==> config.mk <==
export PLATFORM = sky130hd
export DESIGN_NAME = fall_detect_alarm_timer
export DESIGN_NICKNAME = d
export VERILOG_FILES = /design/src/rtl/fda_pkg.sv /design/src/rtl/fda_axis_lane.sv /design/src/rtl/fda_alarm.sv /design/src/rtl/fall_detect_alarm_timer.sv
export SDC_FILE = /design/constraint.sdc
export NUM_CORES = 1
export LEC_CHECK = 0
export ABC_CLOCK_PERIOD_IN_PS = 12100
export BUFFER_PORTS_ARGS = -buffer_cell sky130_fd_sc_hd__buf_2
export CAP_MARGIN = 20
export CORE_MARGIN = 2
export CORE_UTILIZATION = 58
export CTS_CLUSTER_DIAMETER = 30
export DETAILED_ROUTE_END_ITERATION = 10
export GPL_TIMING_DRIVEN = 1
export PLACE_DENSITY = 0.83
export SETUP_SLACK_MARGIN = 0.4
export SYNTH_ARGS = -nofsm -noshare
export SYNTH_HDL_FRONTEND = slang
export SYNTH_SLANG_ARGS = --single-unit
==> constraint.sdc <==
create_clock -name clk -period 12.1 [get_ports clk]
set_clock_uncertainty 0.1 [all_clocks]
set_input_delay 0.605 -clock clk [delete_from_list [all_inputs] [get_ports clk]]
set_output_delay 0.605 -clock clk [all_outputs]
set_load 0.01 [all_outputs]
==> src/rtl/fda_pkg.sv <==
// shared constants, register indexes and control structs for the fall detect alarm timer
// no dependencies; used by every module in rtl
`default_nettype none

package fda_pkg;

    localparam int SAMPLE_BITS_DEF = 14;
    localparam int AXES            = 3;
    localparam int LIMIT_BITS      = 14;
    localparam int TICK_BITS       = 7;
    localparam int DUTY_BITS       = 7;
    localparam int CFG_INDEX_BITS  = 8;
    localparam int CFG_DATA_BITS   = 14;

    localparam logic [LIMIT_BITS-1:0] DELTA_RESET    = LIMIT_BITS'(3000);
    localparam logic [LIMIT_BITS-1:0] ABSOLUTE_RESET = LIMIT_BITS'(12000);
    localparam logic [TICK_BITS-1:0]  TICKS_RESET    = TICK_BITS'(100);
    localparam logic [DUTY_BITS-1:0]  DUTY_RESET     = DUTY_BITS'(80);
    localparam logic [DUTY_BITS-1:0]  DUTY_MAX       = DUTY_BITS'(100);

    localparam logic [CFG_INDEX_BITS-1:0] REG_DELTA_LIMIT    = CFG_INDEX_BITS'(0);
    localparam logic [CFG_INDEX_BITS-1:0] REG_ABSOLUTE_LIMIT = CFG_INDEX_BITS'(1);
    localparam logic [CFG_INDEX_BITS-1:0] REG_ALARM_TICKS    = CFG_INDEX_BITS'(2);
    localparam logic [CFG_INDEX_BITS-1:0] REG_ALARM_DUTY_PCT = CFG_INDEX_BITS'(3);

    localparam logic KIND_SAMPLE = 1'b0;
    localparam logic KIND_TICK   = 1'b1;

    typedef struct packed {
        logic            tick;
        logic            check;
        logic [AXES-1:0] trip;
    } fda_ctrl_t;

    typedef struct packed {
        logic alarm_on;
        logic falling;
    } fda_status_t;

endpackage

`default_nettype wire

==> src/rtl/fda_axis_lane.sv <==
// one axis lane: delta and absolute limit tests on a single axis
// depends on fda_pkg
`default_nettype none

module fda_axis_lane #(
    parameter int SAMPLE_BITS = fda_pkg::SAMPLE_BITS_DEF
) (
    input  wire logic [SAMPLE_BITS-1:0]          cur,
    input  wire logic [SAMPLE_BITS-1:0]          prev,
    input  wire logic [fda_pkg::LIMIT_BITS-1:0]  delta,
    input  wire logic [fda_pkg::LIMIT_BITS-1:0]  abs_limit,
    output logic                                 trip
);

    localparam int W = ((SAMPLE_BITS > fda_pkg::LIMIT_BITS) ?
                        SAMPLE_BITS : fda_pkg::LIMIT_BITS) + 1;

    logic [W-1:0] cur_w;
    logic [W-1:0] prev_w;
    logic [W-1:0] delta_w;
    logic [W-1:0] abs_w;

    assign cur_w   = W'(cur);
    assign prev_w  = W'(prev);
    assign delta_w = W'(delta);
    assign abs_w   = W'(abs_limit);

    // cur < prev - delta rewritten as cur + delta < prev to stay unsigned
    assign trip = (cur_w > prev_w + delta_w) ||
                  (cur_w + delta_w < prev_w) ||
                  (cur_w > abs_w);

endmodule

`default_nettype wire

==> src/rtl/fda_alarm.sv <==
// alarm sequencer and lane merge: holds falling flag, tick counter and alarm state
// depends on fda_pkg
`default_nettype none

module fda_alarm (
    input  wire logic                              clk,
    input  wire logic                              rst_n,
    input  wire fda_pkg::fda_ctrl_t                ctrl,
    input  wire logic [fda_pkg::TICK_BITS-1:0]     alarm_ticks,
    output fda_pkg::fda_status_t                   status
);

    logic                            falling_reg;
    logic                            falling_next;
    logic                            active_reg;
    logic                            active_next;
    logic [fda_pkg::TICK_BITS-1:0]   count_reg;
    logic [fda_pkg::TICK_BITS-1:0]   count_next;

    always_comb
    begin
        falling_next = falling_reg;
        active_next  = active_reg;
        count_next   = count_reg;
        if (ctrl.tick)
        begin
            if (falling_reg)
            begin
                if (count_reg == '0)
                begin
                    active_next = 1'b1;
                    count_next  = fda_pkg::TICK_BITS'(1);
                end
                else if (count_reg == alarm_ticks)
                begin
                    active_next  = 1'b0;
                    count_next   = '0;
                    falling_next = 1'b0;
                end
                else
                begin
                    active_next = 1'b1;
                    count_next  = count_reg + fda_pkg::TICK_BITS'(1);
                end
            end
            // merge of the lane results
            if (ctrl.check && (|ctrl.trip))
            begin
                falling_next = 1'b1;
            end
        end
    end

    always_ff @(posedge clk or negedge rst_n)
    begin
        if (!rst_n)
        begin
            falling_reg <= 1'b0;
            active_reg  <= 1'b0;
            count_reg   <= '0;
        end
        else
        begin
            falling_reg <= falling_next;
            active_reg  <= active_next;
            count_reg   <= count_next;
        end
    end

    assign status.alarm_on = active_reg;
    assign status.falling  = falling_reg;

    a_active_needs_falling: assert property (@(posedge clk) disable iff (!rst_n)
        active_reg |-> falling_reg)
        else $error("alarm sounding without falling flag");

    a_count_holds_without_tick: assert property (@(posedge clk) disable iff (!rst_n)
        !ctrl.tick |=> $stable(count_reg) && $stable(active_reg))
        else $error("alarm state changed without a tick");

    a_count_moves_only_when_falling: assert property (@(posedge clk) disable iff (!rst_n)
        (ctrl.tick && !falling_reg) |=> $stable(count_reg))
        else $error("alarm counter moved while not falling");

    a_trip_sets_falling: assert property (@(posedge clk) disable iff (!rst_n)
        (ctrl.tick && ctrl.check && (|ctrl.trip)) |=> falling_reg)
        else $error("lane trip did not set falling");

endmodule

`default_nettype wire

==> src/rtl/fall_detect_alarm_timer.sv <==
// fall detect alarm timer top: one result word per accepted word, in the cycle after it
// one word per cycle if not stalled; the result register drains as the next word enters
// three axis lanes test delta and absolute limits side by side, fda_alarm merges them
// reset clears limits to defaults, the alarm, the falling flag and the first-sample mark
// depends on fda_pkg, fda_axis_lane, fda_alarm
`default_nettype none

module fall_detect_alarm_timer #(
    parameter int SAMPLE_BITS = fda_pkg::SAMPLE_BITS_DEF
) (
    input  wire logic                                  clk,
    input  wire logic                                  rst_n,
    input  wire logic                                  in_valid,
    output logic                                       in_stall,
    input  wire logic                                  kind,
    input  wire logic [SAMPLE_BITS-1:0]                sample_x,
    input  wire logic [SAMPLE_BITS-1:0]                sample_y,
    input  wire logic [SAMPLE_BITS-1:0]                sample_z,
    output logic                                       out_valid,
    input  wire logic                                  out_stall,
    output logic                                       alarm_on,
    output logic [fda_pkg::DUTY_BITS-1:0]              alarm_duty,
    output logic                                       fall_flag,
    input  wire logic                                  cfg_valid,
    output logic                                       cfg_ready,
    input  wire logic [fda_pkg::CFG_INDEX_BITS-1:0]    cfg_index,
    input  wire logic [fda_pkg::CFG_DATA_BITS-1:0]     cfg_data
);

    localparam int AXES = fda_pkg::AXES;

    logic [fda_pkg::LIMIT_BITS-1:0] delta_reg;
    logic [fda_pkg::LIMIT_BITS-1:0] abs_reg;
    logic [fda_pkg::TICK_BITS-1:0]  ticks_reg;
    logic [fda_pkg::DUTY_BITS-1:0]  duty_reg;

    logic [SAMPLE_BITS-1:0] cur_reg  [AXES];
    logic [SAMPLE_BITS-1:0] prev_reg [AXES];
    logic [SAMPLE_BITS-1:0] sample_in [AXES];
    logic                   prev_valid_reg;
    logic                   out_valid_reg;
    logic                   out_valid_next;

    logic                   accept;
    logic                   take_sample;
    logic                   take_tick;
    logic [AXES-1:0]        trip;
    logic [fda_pkg::DUTY_BITS-1:0] duty_sat;

    fda_pkg::fda_ctrl_t     ctrl;
    fda_pkg::fda_status_t   status;

    assign in_stall    = out_valid_reg && out_stall;
    assign accept      = in_valid && !in_stall;
    assign take_sample = accept && (kind == fda_pkg::KIND_SAMPLE);
    assign take_tick   = accept && (kind == fda_pkg::KIND_TICK);
    assign cfg_ready   = 1'b1;

    assign sample_in[0] = sample_x;
    assign sample_in[1] = sample_y;
    assign sample_in[2] = sample_z;

    // configuration registers
    always_ff @(posedge clk or negedge rst_n)
    begin
        if (!rst_n)
        begin
            delta_reg <= fda_pkg::DELTA_RESET;
            abs_reg   <= fda_pkg::ABSOLUTE_RESET;
            ticks_reg <= fda_pkg::TICKS_RESET;
            duty_reg  <= fda_pkg::DUTY_RESET;
        end
        else if (cfg_valid && cfg_ready)
        begin
            unique case (cfg_index)
                fda_pkg::REG_DELTA_LIMIT:    delta_reg <= cfg_data;
                fda_pkg::REG_ABSOLUTE_LIMIT: abs_reg   <= cfg_data;
                fda_pkg::REG_ALARM_TICKS:    ticks_reg <= cfg_data[fda_pkg::TICK_BITS-1:0];
                fda_pkg::REG_ALARM_DUTY_PCT: duty_reg  <= cfg_data[fda_pkg::DUTY_BITS-1:0];
                default: ;
            endcase
        end
    end

    // axis sample registers
    always_ff @(posedge clk)
    begin
        for (int i = 0; i < AXES; i++)
        begin
            if (take_sample)
            begin
                cur_reg[i] <= sample_in[i];
                if (!prev_valid_reg)
                begin
                    prev_reg[i] <= sample_in[i];
                end
            end
            else if (take_tick && prev_valid_reg)
            begin
                prev_reg[i] <= cur_reg[i];
            end
        end
    end

    assign out_valid_next = accept ? 1'b1 : (out_valid_reg && out_stall);

    always_ff @(posedge clk or negedge rst_n)
    begin
        if (!rst_n)
        begin
            prev_valid_reg <= 1'b0;
            out_valid_reg  <= 1'b0;
        end
        else
        begin
            out_valid_reg <= out_valid_next;
            if (take_sample)
            begin
                prev_valid_reg <= 1'b1;
            end
        end
    end

    for (genvar g = 0; g < AXES; g++)
    begin : g_lane
        fda_axis_lane #(
            .SAMPLE_BITS (SAMPLE_BITS)
        ) u_lane (
            .cur       (cur_reg[g]),
            .prev      (prev_reg[g]),
            .delta     (delta_reg),
            .abs_limit (abs_reg),
            .trip      (trip[g])
        );
    end

    assign ctrl.tick  = take_tick;
    assign ctrl.check = prev_valid_reg;
    assign ctrl.trip  = trip;

    fda_alarm u_alarm (
        .clk         (clk),
        .rst_n       (rst_n),
        .ctrl        (ctrl),
        .alarm_ticks (ticks_reg),
        .status      (status)
    );

    assign duty_sat   = (duty_reg > fda_pkg::DUTY_MAX) ? fda_pkg::DUTY_MAX : duty_reg;
    assign out_valid  = out_valid_reg;
    assign alarm_on   = status.alarm_on;
    assign alarm_duty = status.alarm_on ? duty_sat : '0;
    assign fall_flag  = status.falling;

endmodule

`default_nettype wire

==> impl.org <==
** Place
- In this run the tool buffered the top-level ports with 80 buffer cells.
- Prior to clock tree synthesis, the placed netlist has a worst setup slack of 7630 ps.
- Routability-driven placement finished with a final weighted congestion of 0.939.
- Summed over all nets, the half-perimeter wirelength after detailed placement is 21.9 mm.

** Setup path
- For flop-to-flop paths, the worst setup slack is 7490 ps.
- The largest single stage delay on the critical path is 560 ps.
- Class of the most critical setup path :: flop to flop
- Biggest fanout along the worst timing path :: 7
- Data arrival at the endpoint of the critical path :: 4860 ps
- Critical R2R Launch :: delta_reg[0]
- Critical path launch point type :: flop
- On the critical path, the stage with the largest delay is an instance of sky130_fd_sc_hd__o41ai_1.
- Cell chain of the critical path :: ha_1 > fa_1 > a21oi_1 > o211ai_1 > o41ai_1 > o21ai_0 > o21ai_0 > nand2b_1 > xnor2_1 > ha_1 > nand3_1 > nor3_1 > a221oi_1 > o21ai_0 > nand3_1 > a41oi_1
- The cell that appears most often on the critical path is sky130_fd_sc_hd__o21ai_0.
- STA classifies the critical path endpoint as a flop.
- Required @ worst endpoint :: 12,350 ps
- The critical path starts at delta_reg[0].

** Route
- Antenna Violating Nets Remaining :: 0
- The first detailed-routing pass took 5 iterations.
- Total via count in the routed design :: 9,753
- In the routed design, unresolved DRC markers number 0.
- Wire segments on met3 add up to 2.21 mm in the final route.
- For this block, wires on met1 add up to 12.6 mm.
- After detailed routing, the average wire length per cell comes to 19.7 µm.
- After detailed routing, the total wire length is 30.3 mm.
- The detailed router used layers up to and including met4.
- Dividing the detail-routed via count by the number of cells gives 6.35.
- The detailed router finished its first iteration with 680 violations.
- WL met2 :: 14.0 mm

** Layout
- Filler cell count in the final layout :: 1,597
- Ant. Diodes :: 0
- Multi-input gate area in the final layout :: 7500 µm²
- The net count of the finished layout is 1,539.
- Register Area :: 3870 µm²
- Of the cells placed in the final design, the portion with a size suffix greater than 1 is 0.185.
- Synth-to-Final Area Change :: 11.4%

** CTS
- Counting along the longest clock path gives a buffer depth of 2.
- Number of buffers inserted for hold repair after clock tree synthesis :: 0
- Clock slew at the register clock pins of the worst setup and hold paths :: 80 ps
- TritonCTS built the clock tree.
- H-tree level count :: 4
- Clk_lat worst skew :: 450 ps
- Number of clock sinks :: 137
- Number of buffers inserted by post-CTS setup repair :: 0
- In this run, post-CTS repair resized a total of 0 instances.
- Clock root cell :: sky130_fd_sc_hd__clkbuf_16
- Clock tree synthesis inserted a total of 17 buffers.

** Synthesis
- Most area-consuming cells after synthesis :: sky130_fd_sc_hd__ha_1 22%, sky130_fd_sc_hd__edfxtp_1 21%, sky130_fd_sc_hd__mux2_2 7.7%, sky130_fd_sc_hd__dfrtp_1 7.2%, sky130_fd_sc_hd__dfstp_2 4.2%
- Cell area after synthesis :: 11,800 µm²
- By count the netlist is led by 209 x sky130_fd_sc_hd__ha_1, 95 x sky130_fd_sc_hd__inv_1, 94 x sky130_fd_sc_hd__a21oi_1.
- After synthesis the netlist holds a flip-flop and latch count of 137.
- After synthesis, the netlist uses 72 different library cells.
- The most used flip-flop cell after synthesis is sky130_fd_sc_hd__edfxtp_1.
- Ys Warns :: 0
- For this run, asynchronously set or reset flops after synthesis account for 0.387.
- Share of the synthesized area in the top cell type :: 0.222
- Average cell area after synthesis :: 10.1 µm²
- After technology mapping, the gate count stands at 1,161.
- The number of nets in the synthesized netlist is 1,446.
- Sequential cell area fraction in the yosys report :: 0.329
- The synthesized design spends more area on one cell type than any other, namely sky130_fd_sc_hd__ha_1.
- Number of flops mapped to enable cells by yosys :: 84
- Library cell with the highest instance count after synthesis :: sky130_fd_sc_hd__ha_1

** Timing
- Counting I/O delays and the setup requirement, the final critical path takes 4610 ps.
- In the finished design, the share of the clock period the worst path needs comes to 0.381.
- Across all setup checks in the final design, the least slack found is 7490 ps.
- The number of hold violations in the final report came to 0.
- RSZ-0062 raised after global routing :: false
- Slew Limit Fails :: 0
- Setup violations, final :: 0
- At the pin with the least slew margin, the transition time is 821 ps.
- Based on the critical path, the design can be clocked at up to 0.217 GHz.
- After routing, the total negative slack on setup checks comes to 0 ps.
- Headroom to the max-slew limit :: 0.452

** Floorplanning
- After floorplanning, the core was divided into 52 placement rows.
- For this configuration, the core starts out at a cell density of 0.587.
- The die covers 21,400 µm².
- Placeable core region :: 20,000 µm²
- From bottom edge to top edge, the die measures 146 µm.
- The die is 146 µm wide.
- For this design the top-level I/O count stands at 82.

** GRT
- Initial antenna violation count :: 0
- Entering global routing, the biggest net connects 54 pins.
- The first global-routing pass estimated 49.0 mm of wire.
- Global-route congestion overflow total :: 0
- Total track usage :: 0.290
- The via count of the first global-routing pass was 9,615.

** Pwr
- Across the VDD grid, the largest voltage drop is 0.0910 mV.
- Dividing total power by cell area gives a power density of 115 nW/µm².
- Leakage Power :: 6.08 nW

** Outcome
- The run finished with clean final reports.

** Job
- The tool flagged a number of max-cap violations equal to 0.

** Min path
- The tightest min-delay check is of the primary input to asynchronous set/reset pin type.
## layer usage
metal / vias to the layer above / GRT usage
li1: 4574 / -
met1: 4669 / 0.369
met2: 389 / 0.475
met3: 121 / 0.0513
met4: 0 / 0.149
met5: - / 0
## critical path, delay by kind of cell (launching register included)
kind / cells / cell delay (ps)
AO/OA/AOI/OAI: 8 / 1990
XOR/XNOR: 1 / 140
adder cells (fa/ha/maj): 3 / 1010
flip-flops: 1 / 480
AND/OR/NAND/NOR: 4 / 790
## worst paths after layout
check                      cells past startpoint                   end
setup / recovery                              16   u_alarm.falling_reg
hold reg to reg                                1            abs_reg[8]
setup reg to reg                              16   u_alarm.falling_reg
hold / removal                                 2  u_alarm.count_reg[6]
max in group asynchronous                      2   u_alarm.falling_reg
min in group clk                               1        cur_reg[0][26]
## layout by cell type, fill, tap and decap left out, types with 34 or more instances in the layout
cell type and n:
sky130_fd_sc_hd__ha_1 209, sky130_fd_sc_hd__inv_1 95, sky130_fd_sc_hd__a21oi_1 94, sky130_fd_sc_hd__edfxtp_1 84, sky130_fd_sc_hd__mux2_2 80, sky130_fd_sc_hd__buf_2 80
sky130_fd_sc_hd__o21ai_0 57, sky130_fd_sc_hd__nand2_1 53, sky130_fd_sc_hd__nor2_1 51, sky130_fd_sc_hd__xnor2_1 40, sky130_fd_sc_hd__nand3_1 34, sky130_fd_sc_hd__dfrtp_1 34
## logic make-up after synthesis
group,after synthesis,share of synthesized area
AOI/OAI and AO/OA,283,0.153
and+or+nand+nor,268,0.120
adders and majority gates,215,0.233
DFF,137,0.329
buffers and inverters,105,0.0344
muxes,80,0.0766
xor gates and xnor gates,72,0.0536
other,1,0.000319
## power breakdown
group	internal [mW]	switching, mW	total (mW)
Combinational	0.174	0.218	0.393
Sequential	0.532	0.0415	0.574
Clock	0.279	0.258	0.536
## metrics by stage
step / total power, mW / cell area (µm²) / cells / hold slack [ps] / util
CTS: 1.50 / 13100 / 1537 / 183 / 0.654
global placement: 0.947 / 12500 / 1505 / 390 / 0.624
global route: 1.58 / 13100 / 1537 / 229 / 0.654
finish: 1.50 / 13100 / 1537 / 176 / 0.654
floorplan: 0.849 / 11800 / 1161 / 209 / -
detailed placement: 0.963 / 12500 / 1505 / 395 / 0.624
## layout make-up
cell class	instances	share of cell area
timing repair buffer	84	0.0329
inverter	95	0.0272
tap	270	0.0258
multi-input combinational	919	0.573
clock inverter	15	0.0131
sequential	137	0.296
clock buffer	17	0.0325
(Power assumes the default switching activity.)
